===== config.mk =====
export PLATFORM = sky130hd
export DESIGN_NAME = three_phase_duty_to_compare_top
export DESIGN_NICKNAME = d
export VERILOG_FILES = /design/src/design/tpdc_pkg.sv /design/src/design/tpdc_inject.sv /design/src/design/tpdc_lane.sv /design/src/design/three_phase_duty_to_compare_top.sv
export SDC_FILE = /design/constraint.sdc
export NUM_CORES = 2
export LEC_CHECK = 0
export BUFFER_PORTS_ARGS = -buffer_cell sky130_fd_sc_hd__buf_2
export CORE_MARGIN = 2
export CORE_UTILIZATION = 45
export DETAILED_ROUTE_END_ITERATION = 8
export SLEW_MARGIN = 20
export SYNTH_ARGS = -nofsm -noshare
export SYNTH_HDL_FRONTEND = slang
export SYNTH_SLANG_ARGS = --single-unit

===== constraint.sdc =====
create_clock -name i_clk -period 17.34 [get_ports i_clk]
set_input_delay 4.335 -clock i_clk [delete_from_list [all_inputs] [get_ports i_clk]]
set_output_delay 4.335 -clock i_clk [all_outputs]
set_load 0.02 [all_outputs]

===== src/design/tpdc_pkg.sv =====
// Shared types and constants for the three-phase duty to compare block.
// No dependencies.
`default_nettype none

package tpdc_pkg;

    localparam int PERIOD_BITS = 16;
    localparam int DUTY_BITS   = 16;
    localparam int FRAC_BITS   = 16;
    localparam int SUM_BITS    = DUTY_BITS + 1;
    localparam int ACC_BITS    = DUTY_BITS + 4;
    localparam int PROD_BITS   = PERIOD_BITS + ACC_BITS - 1;
    localparam int CLAMP_BITS  = PROD_BITS - FRAC_BITS;
    localparam int NUM_PHASES  = 3;

    localparam logic [PERIOD_BITS-1:0] PERIOD_RESET = PERIOD_BITS'(27200);

    localparam logic CMD_PLAIN = 1'b0;
    localparam logic CMD_SVM   = 1'b1;

    typedef logic signed [ACC_BITS-1:0] t_duty;

    typedef struct packed {
        logic                        cmd;
        logic                        group;
        logic signed [DUTY_BITS-1:0] offset;
        logic signed [DUTY_BITS-1:0] duty_u;
        logic signed [DUTY_BITS-1:0] duty_v;
        logic signed [DUTY_BITS-1:0] duty_w;
    } t_cmd_item;

    typedef struct packed {
        logic                   target_group;
        logic [PERIOD_BITS-1:0] cmp_u;
        logic [PERIOD_BITS-1:0] cmp_v;
        logic [PERIOD_BITS-1:0] cmp_w;
    } t_cmp_result;

    typedef struct packed {
        logic valid;
        logic group;
    } t_ctl;

endpackage

`default_nettype wire


===== src/design/tpdc_inject.sv =====
// Mode select and min-max injection stage, registered.
// Depends on tpdc_pkg.
`default_nettype none

module tpdc_inject
    import tpdc_pkg::*;
(
    input  wire logic      i_clk,
    input  wire logic      i_rst_n,
    input  wire t_ctl      i_ctl,
    input  wire t_cmd_item i_item,
    output t_ctl           o_ctl,
    output t_duty          o_duty [NUM_PHASES]
);

    logic signed [DUTY_BITS-1:0] w_d [NUM_PHASES];
    logic signed [SUM_BITS-1:0]  w_s [NUM_PHASES];
    logic signed [SUM_BITS-1:0]  w_max;
    logic signed [SUM_BITS-1:0]  w_min;
    t_duty                       w_off2;
    t_duty                       n_duty [NUM_PHASES];
    t_ctl                        r_ctl;
    t_duty                       r_duty [NUM_PHASES];

    always_comb begin
        w_d[0] = i_item.duty_u;
        w_d[1] = i_item.duty_v;
        w_d[2] = i_item.duty_w;
        for (int i = 0; i < NUM_PHASES; i++) begin
            w_s[i] = SUM_BITS'(w_d[i]) + SUM_BITS'(i_item.offset);
        end
        w_max = w_s[0];
        w_min = w_s[0];
        for (int i = 1; i < NUM_PHASES; i++) begin
            if (w_s[i] > w_max) begin
                w_max = w_s[i];
            end
            if (w_s[i] < w_min) begin
                w_min = w_s[i];
            end
        end
        w_off2 = ACC_BITS'(i_item.offset) <<< 1;
        for (int i = 0; i < NUM_PHASES; i++) begin
            unique case (i_item.cmd)
                CMD_PLAIN: n_duty[i] = ACC_BITS'(w_d[i]) <<< 2;
                CMD_SVM:   n_duty[i] = (ACC_BITS'(w_s[i]) <<< 1) + w_off2
                                       - ACC_BITS'(w_max) - ACC_BITS'(w_min);
                default:   n_duty[i] = '0;
            endcase
        end
    end

    always_ff @(posedge i_clk) begin
        if (!i_rst_n) begin
            r_ctl <= '0;
        end else begin
            r_ctl <= i_ctl;
        end
    end

    always_ff @(posedge i_clk) begin
        for (int i = 0; i < NUM_PHASES; i++) begin
            r_duty[i] <= n_duty[i];
        end
    end

    assign o_ctl = r_ctl;

    always_comb begin
        for (int i = 0; i < NUM_PHASES; i++) begin
            o_duty[i] = r_duty[i];
        end
    end

endmodule

`default_nettype wire


===== src/design/tpdc_lane.sv =====
// One phase lane: period multiply, then truncate and clamp, both registered.
// Depends on tpdc_pkg.
`default_nettype none

module tpdc_lane
    import tpdc_pkg::*;
#(
    parameter int CMP_FLOOR = 48
) (
    input  wire logic                   i_clk,
    input  wire logic [PERIOD_BITS-1:0] i_period,
    input  wire t_duty                  i_duty,
    output logic      [PERIOD_BITS-1:0] o_compare
);

    localparam logic [CLAMP_BITS-1:0] FLOOR_C = CLAMP_BITS'(CMP_FLOOR);

    logic [PROD_BITS-1:0]   n_prod;
    logic [PROD_BITS-1:0]   r_prod;
    logic [CLAMP_BITS-1:0]  w_coarse;
    logic [CLAMP_BITS-1:0]  w_period;
    logic [CLAMP_BITS-1:0]  w_hi;
    logic [CLAMP_BITS-1:0]  w_clamp;
    logic [PERIOD_BITS-1:0] r_cmp;

    // non-positive duty gives zero, which the floor then lifts
    always_comb begin
        if (i_duty > 0) begin
            n_prod = PROD_BITS'(i_period) * PROD_BITS'(i_duty[ACC_BITS-2:0]);
        end else begin
            n_prod = '0;
        end
    end

    always_ff @(posedge i_clk) begin
        r_prod <= n_prod;
    end

    always_comb begin
        w_coarse = r_prod[PROD_BITS-1:FRAC_BITS];
        w_period = CLAMP_BITS'(i_period);
        w_hi     = (w_period > FLOOR_C) ? (w_period - FLOOR_C) : '0;
        w_clamp  = (w_coarse < FLOOR_C) ? FLOOR_C : w_coarse;
        if (w_clamp > w_hi) begin
            w_clamp = w_hi;
        end
    end

    always_ff @(posedge i_clk) begin
        r_cmp <= PERIOD_BITS'(w_clamp);
    end

    assign o_compare = r_cmp;

endmodule

`default_nettype wire


===== src/design/three_phase_duty_to_compare_top.sv =====
// Three-phase duty to PWM compare converter, top level.
// Depends on tpdc_pkg, tpdc_inject and tpdc_lane.
//
// One transfer is taken on every clock where start is high; busy is always low.
// Each transfer gives one result, strobed on o_valid once it has passed the
// input register, injection stage, multiplier register and clamp register,
// so a new set of duties can go in every cycle. The receiver cannot stall the
// result. The period register is written through i_cfg_we/i_cfg_wdata and must
// only change while no transfer is in flight.
`default_nettype none

module three_phase_duty_to_compare_top
    import tpdc_pkg::*;
#(
    parameter int CMP_FLOOR = 48
) (
    input  wire logic                   i_clk,
    input  wire logic                   i_rst_n,
    input  wire logic                   start,
    output logic                        busy,
    input  wire t_cmd_item              i_item,
    output logic                        o_valid,
    output t_cmp_result                 o_result,
    input  wire logic                   i_cfg_we,
    input  wire logic [PERIOD_BITS-1:0] i_cfg_wdata
);

    logic [PERIOD_BITS-1:0] r_period;
    t_ctl                   r_in_ctl;
    t_cmd_item              r_item;
    t_ctl                   w_inj_ctl;
    t_duty                  w_duty [NUM_PHASES];
    t_ctl                   r_prod_ctl;
    t_ctl                   r_out_ctl;
    logic [PERIOD_BITS-1:0] w_cmp [NUM_PHASES];
    logic                   w_accept;

    assign busy     = 1'b0;
    assign w_accept = start & ~busy;

    always_ff @(posedge i_clk) begin
        if (!i_rst_n) begin
            r_period <= PERIOD_RESET;
        end else if (i_cfg_we) begin
            r_period <= i_cfg_wdata;
        end
    end

    always_ff @(posedge i_clk) begin
        if (!i_rst_n) begin
            r_in_ctl   <= '0;
            r_prod_ctl <= '0;
            r_out_ctl  <= '0;
        end else begin
            r_in_ctl   <= '{valid: w_accept, group: i_item.group};
            r_prod_ctl <= w_inj_ctl;
            r_out_ctl  <= r_prod_ctl;
        end
    end

    always_ff @(posedge i_clk) begin
        if (w_accept) begin
            r_item <= i_item;
        end
    end

    tpdc_inject u_inject (
        .i_clk   (i_clk),
        .i_rst_n (i_rst_n),
        .i_ctl   (r_in_ctl),
        .i_item  (r_item),
        .o_ctl   (w_inj_ctl),
        .o_duty  (w_duty)
    );

    for (genvar g = 0; g < NUM_PHASES; g++) begin : g_lane
        tpdc_lane #(
            .CMP_FLOOR (CMP_FLOOR)
        ) u_lane (
            .i_clk     (i_clk),
            .i_period  (r_period),
            .i_duty    (w_duty[g]),
            .o_compare (w_cmp[g])
        );
    end

    assign o_valid                = r_out_ctl.valid;
    assign o_result.target_group  = r_out_ctl.group;
    assign o_result.cmp_u         = w_cmp[0];
    assign o_result.cmp_v         = w_cmp[1];
    assign o_result.cmp_w         = w_cmp[2];

endmodule

`default_nettype wire


==> results.yml <==
synth:
  yosys.cell_types.count: 74
  number_of_warnings_issued_by_yosys: 0
  synth_largest_type_area_fraction_pct: 39.5
  synth.largest_area_cell: "sky130_fd_sc_hd__fa_1"
  postSynthNetCount: 6813
  post_synth_inst_count: 5286
  syn-cell-area_um2: 49200
  synthTopCellsByArea: "sky130_fd_sc_hd__fa_1 40%, sky130_fd_sc_hd__ha_1 12%, sky130_fd_sc_hd__inv_1 9.2%"
  postSynth.topFlopCell: "sky130_fd_sc_hd__dfxtp_1"
  synth_seq_area_share_pct: 11.6
  synth-edff-count: 65
  synth-seq-cells: 252
  average_cell_area_after_synthesis_um2: 9.31
  asyncSetResetFlopFracSynth_pct: 0
cts:
  clk_pin_slew_ns: 0.06
  post_cts.repair.setup_buffers: 0
  cts_tree: "yes"
  clock_insertion_delay_worst_skew_ns: 0.58
  clockRootBuffer: "sky130_fd_sc_hd__clkbuf_16"
  cts_resized: 0
  clk_path_buf_depth: 3
  number_of_sinks_on_the_clock_net: 252
  tritoncts.num_buffers: 34
  post_cts_hold_buffer_count: 0
  h-tree-depth: 2
global_routing:
  grt_pass1_vias: 38100
  globalRouteOverflowTotal: 0
  global_route_wire_length_before_repair_um: 220000
  grt.total_usage_pct: 25.8
  maximum_number_of_pins_on_one_net_before_global_route_repair: 67
  antenna_found_initial: 4
setup_path:
  worst-r2r-cell-count: 49
  crit_path_arrival_time_ns: 13.08
  crit_path_max_fanout: 33
  crit_slowest_cell: "sky130_fd_sc_hd__fa_1"
  endpoint_of_the_worst_register_to_register_path: "u_inject.r_duty[0][18]$_DFF_P_"
  regToRegStartpoint: "r_item[48]$_DFFE_PP_"
  cp-end-kind: "flip-flop"
  crit_end: "u_inject.r_duty[0][18]$_DFF_P_"
  cp_data_required_time_ns: 17.79
  timing.critical_path.from_type: "flip-flop"
  rrSetupSlack_ns: 4.71
  critical_path.most_common_cell: "sky130_fd_sc_hd__o21ai_0"
  critPathKind: "reg2reg"
  critical_path.startpoint: "r_item[48]$_DFFE_PP_"
  critical_path.max_stage_delay_ns: 0.63
sta:
  finalCriticalPeriod_ns: 12.63
  worst-slew-pin-transition_ns: 1.14
  finalSetupViolCount: 0
  final_max_slew_viol_count: 0
  unrepaired_setup_endpoints_after_global_routing: "false"
  final.period_utilization_pct: 72.8
  slew_headroom_pct: 23.6
  hold_viol: 0
  fin_setup_tns_ns: 0
  max_clock_freq_ghz: 0.0792
  worst_clock_skew_ns: 0.0321
outcome:
  outcome: "completed"
drt:
  drt.antenna.violating_nets: 0
  route.vias.total: 35400
  drtIter0Drc: 2179
  first_pass_iters: 6
  post_drt_via_cell_ratio: 5.26
  routed_wire_length_per_instance_um: 20.6
  post-route-drc-count: 0
  detail_route.wirelength_um: 139000
floorplan:
  ioPinCount: 137
  die_area_um2: 112000
  chipHeight_um: 335
  core_area_um2: 109000
  die_w_um: 335
  start_util_pct: 45.3
  rows: 121
placement:
  place.gp.congestion: 0.930
  port_buffers: 135
  dpl.hpwl_um: 109000
layout:
  most_common_library_cell_in_the_layout_ignoring_fill_and_taps: "sky130_fd_sc_hd__inv_1"
  area.growth.synth_to_final_pct: 6.55
  num-nets-final: 6824
  share_of_final_layout_standard_cells_stronger_than_drive_strength_1_pct: 6.84
  mostFrequentLayoutCells: "1205 x sky130_fd_sc_hd__inv_1, 971 x sky130_fd_sc_hd__fa_1, 620 x sky130_fd_sc_hd__nand2_1"
min_path:
  holdPathStages: 1
  hold_start: "u_inject.o_ctl[0]$_SDFF_PN0_"
  timing.hold.worst.class: "reg2reg"
job:
  drv.max_cap_violation_count: 0
==> synthesized netlist by cell type, types with 6 or more instances <==
master and instances:
sky130_fd_sc_hd__a211oi_1 20, sky130_fd_sc_hd__nor2_1 137, sky130_fd_sc_hd__clkbuf_1 214, sky130_fd_sc_hd__nor2b_1 47
sky130_fd_sc_hd__nand2b_1 30, sky130_fd_sc_hd__a2111oi_0 8, sky130_fd_sc_hd__o211ai_1 9, sky130_fd_sc_hd__o21ai_1 7
sky130_fd_sc_hd__nand4_1 30, sky130_fd_sc_hd__a221oi_1 6, sky130_fd_sc_hd__o21bai_1 18, sky130_fd_sc_hd__a31oi_1 14
sky130_fd_sc_hd__xnor2_1 118, sky130_fd_sc_hd__fa_1 971, sky130_fd_sc_hd__mux2i_1 62, sky130_fd_sc_hd__nor3_1 43
sky130_fd_sc_hd__nand3_1 29, sky130_fd_sc_hd__dfxtp_1 187, sky130_fd_sc_hd__a21o_1 82, sky130_fd_sc_hd__o41ai_1 6
sky130_fd_sc_hd__inv_1 1205, sky130_fd_sc_hd__xor2_1 48, sky130_fd_sc_hd__edfxtp_1 65, sky130_fd_sc_hd__and3_1 26
sky130_fd_sc_hd__a21boi_0 7, sky130_fd_sc_hd__or3_1 11, sky130_fd_sc_hd__nand2_1 620, sky130_fd_sc_hd__o21ai_0 92
sky130_fd_sc_hd__mux2_2 78, sky130_fd_sc_hd__a21oi_1 120, sky130_fd_sc_hd__nor4_1 26, sky130_fd_sc_hd__o21a_1 30
sky130_fd_sc_hd__ha_1 470, sky130_fd_sc_hd__and2_1 371
==> stage by stage <==
step | setup slack (ns) | utilization (%) | hold WS [ns] | instances | cell area, um2
finish | 4.71 | 48.2 | 0.432 | 6737 | 52400
global route | 3.90 | 48.2 | 0.447 | 6735 | 52400
CTS | 4.82 | 48.2 | 0.432 | 6735 | 52400
detailed placement | 4.91 | 47.2 | 0.421 | 6675 | 51300
global placement | 4.97 | 47.2 | 0.415 | 6675 | 51300
floorplan | 6.22 | - | 0.412 | 5286 | 49200
==> flip-flops by register name (all words and copies together) (netlist names) <==
register	cells
r_item	65
u_inject.r_duty	58
g_lane.u_lane.r_prod	57
g_lane.u_lane.o_compare	48
r_period	16
r_in_ctl	2
r_prod_ctl	2
u_inject.o_ctl	2
o_result	1
o_valid	1
==> worst min path at each step <==
stage,endpoint,slack [ns]
global route,r_prod_ctl[0]$_SDFF_PN0_,0.45
detailed placement,r_prod_ctl[1]$_SDFF_PN0_,0.42
CTS,r_prod_ctl[1]$_SDFF_PN0_,0.43
finish,r_prod_ctl[0]$_SDFF_PN0_,0.43
floorplan,o_result[48]$_SDFF_PN0_,0.41
global placement,u_inject.o_ctl[0]$_SDFF_PN0_,0.41
==> logic make-up after synthesis <==
kind of cell,Yosys count,share of synthesized area (%)
compound gates,465,6.20
xor+xnor,167,3.00
fa+ha+maj,1441,51.5
buf+inv,1428,10.9
flops,252,11.6
mux,141,3.08
other cells,1,0.00762
simple gates,1391,13.7
==> per-layer routing <==
layer | vias up | share of wire, % | GRT usage [%]
met5 | - | 0.047 | 0
met4 | 6 | 2.8 | 6.99
met3 | 196 | 6.0 | 3.37
met2 | 994 | 46 | 42.4
met1 | 18100 | 45 | 35.8
li1 | 16100 | - | -
==> worst max-delay path: cells and delay by family, from the launching register on <==
kind / cells / cell delay [ns]
muxes: 2 / 0.68
DFF: 1 / 0.61
buffers and inverters: 5 / 1.01
and+or+nand+nor: 8 / 1.62
AOI/OAI and AO/OA: 27 / 5.85
adders and majority gates: 7 / 2.73
==> final cells by class <==
class                           count  area [um2]
Multi-Input combinational cell   3606       38200
Timing Repair Buffer              197        1140
Clock buffer                       41         887
Sequential cell                   252        5720
Inverter                         1206        4530
Fill cell                       10300       56300
Antenna cell                        2        5.00
Tap cell                         1414        1770
Clock inverter                     19         216
Power is not shown: default switching activity piles up to over one toggle a cycle in this logic, so the estimate is an artifact.
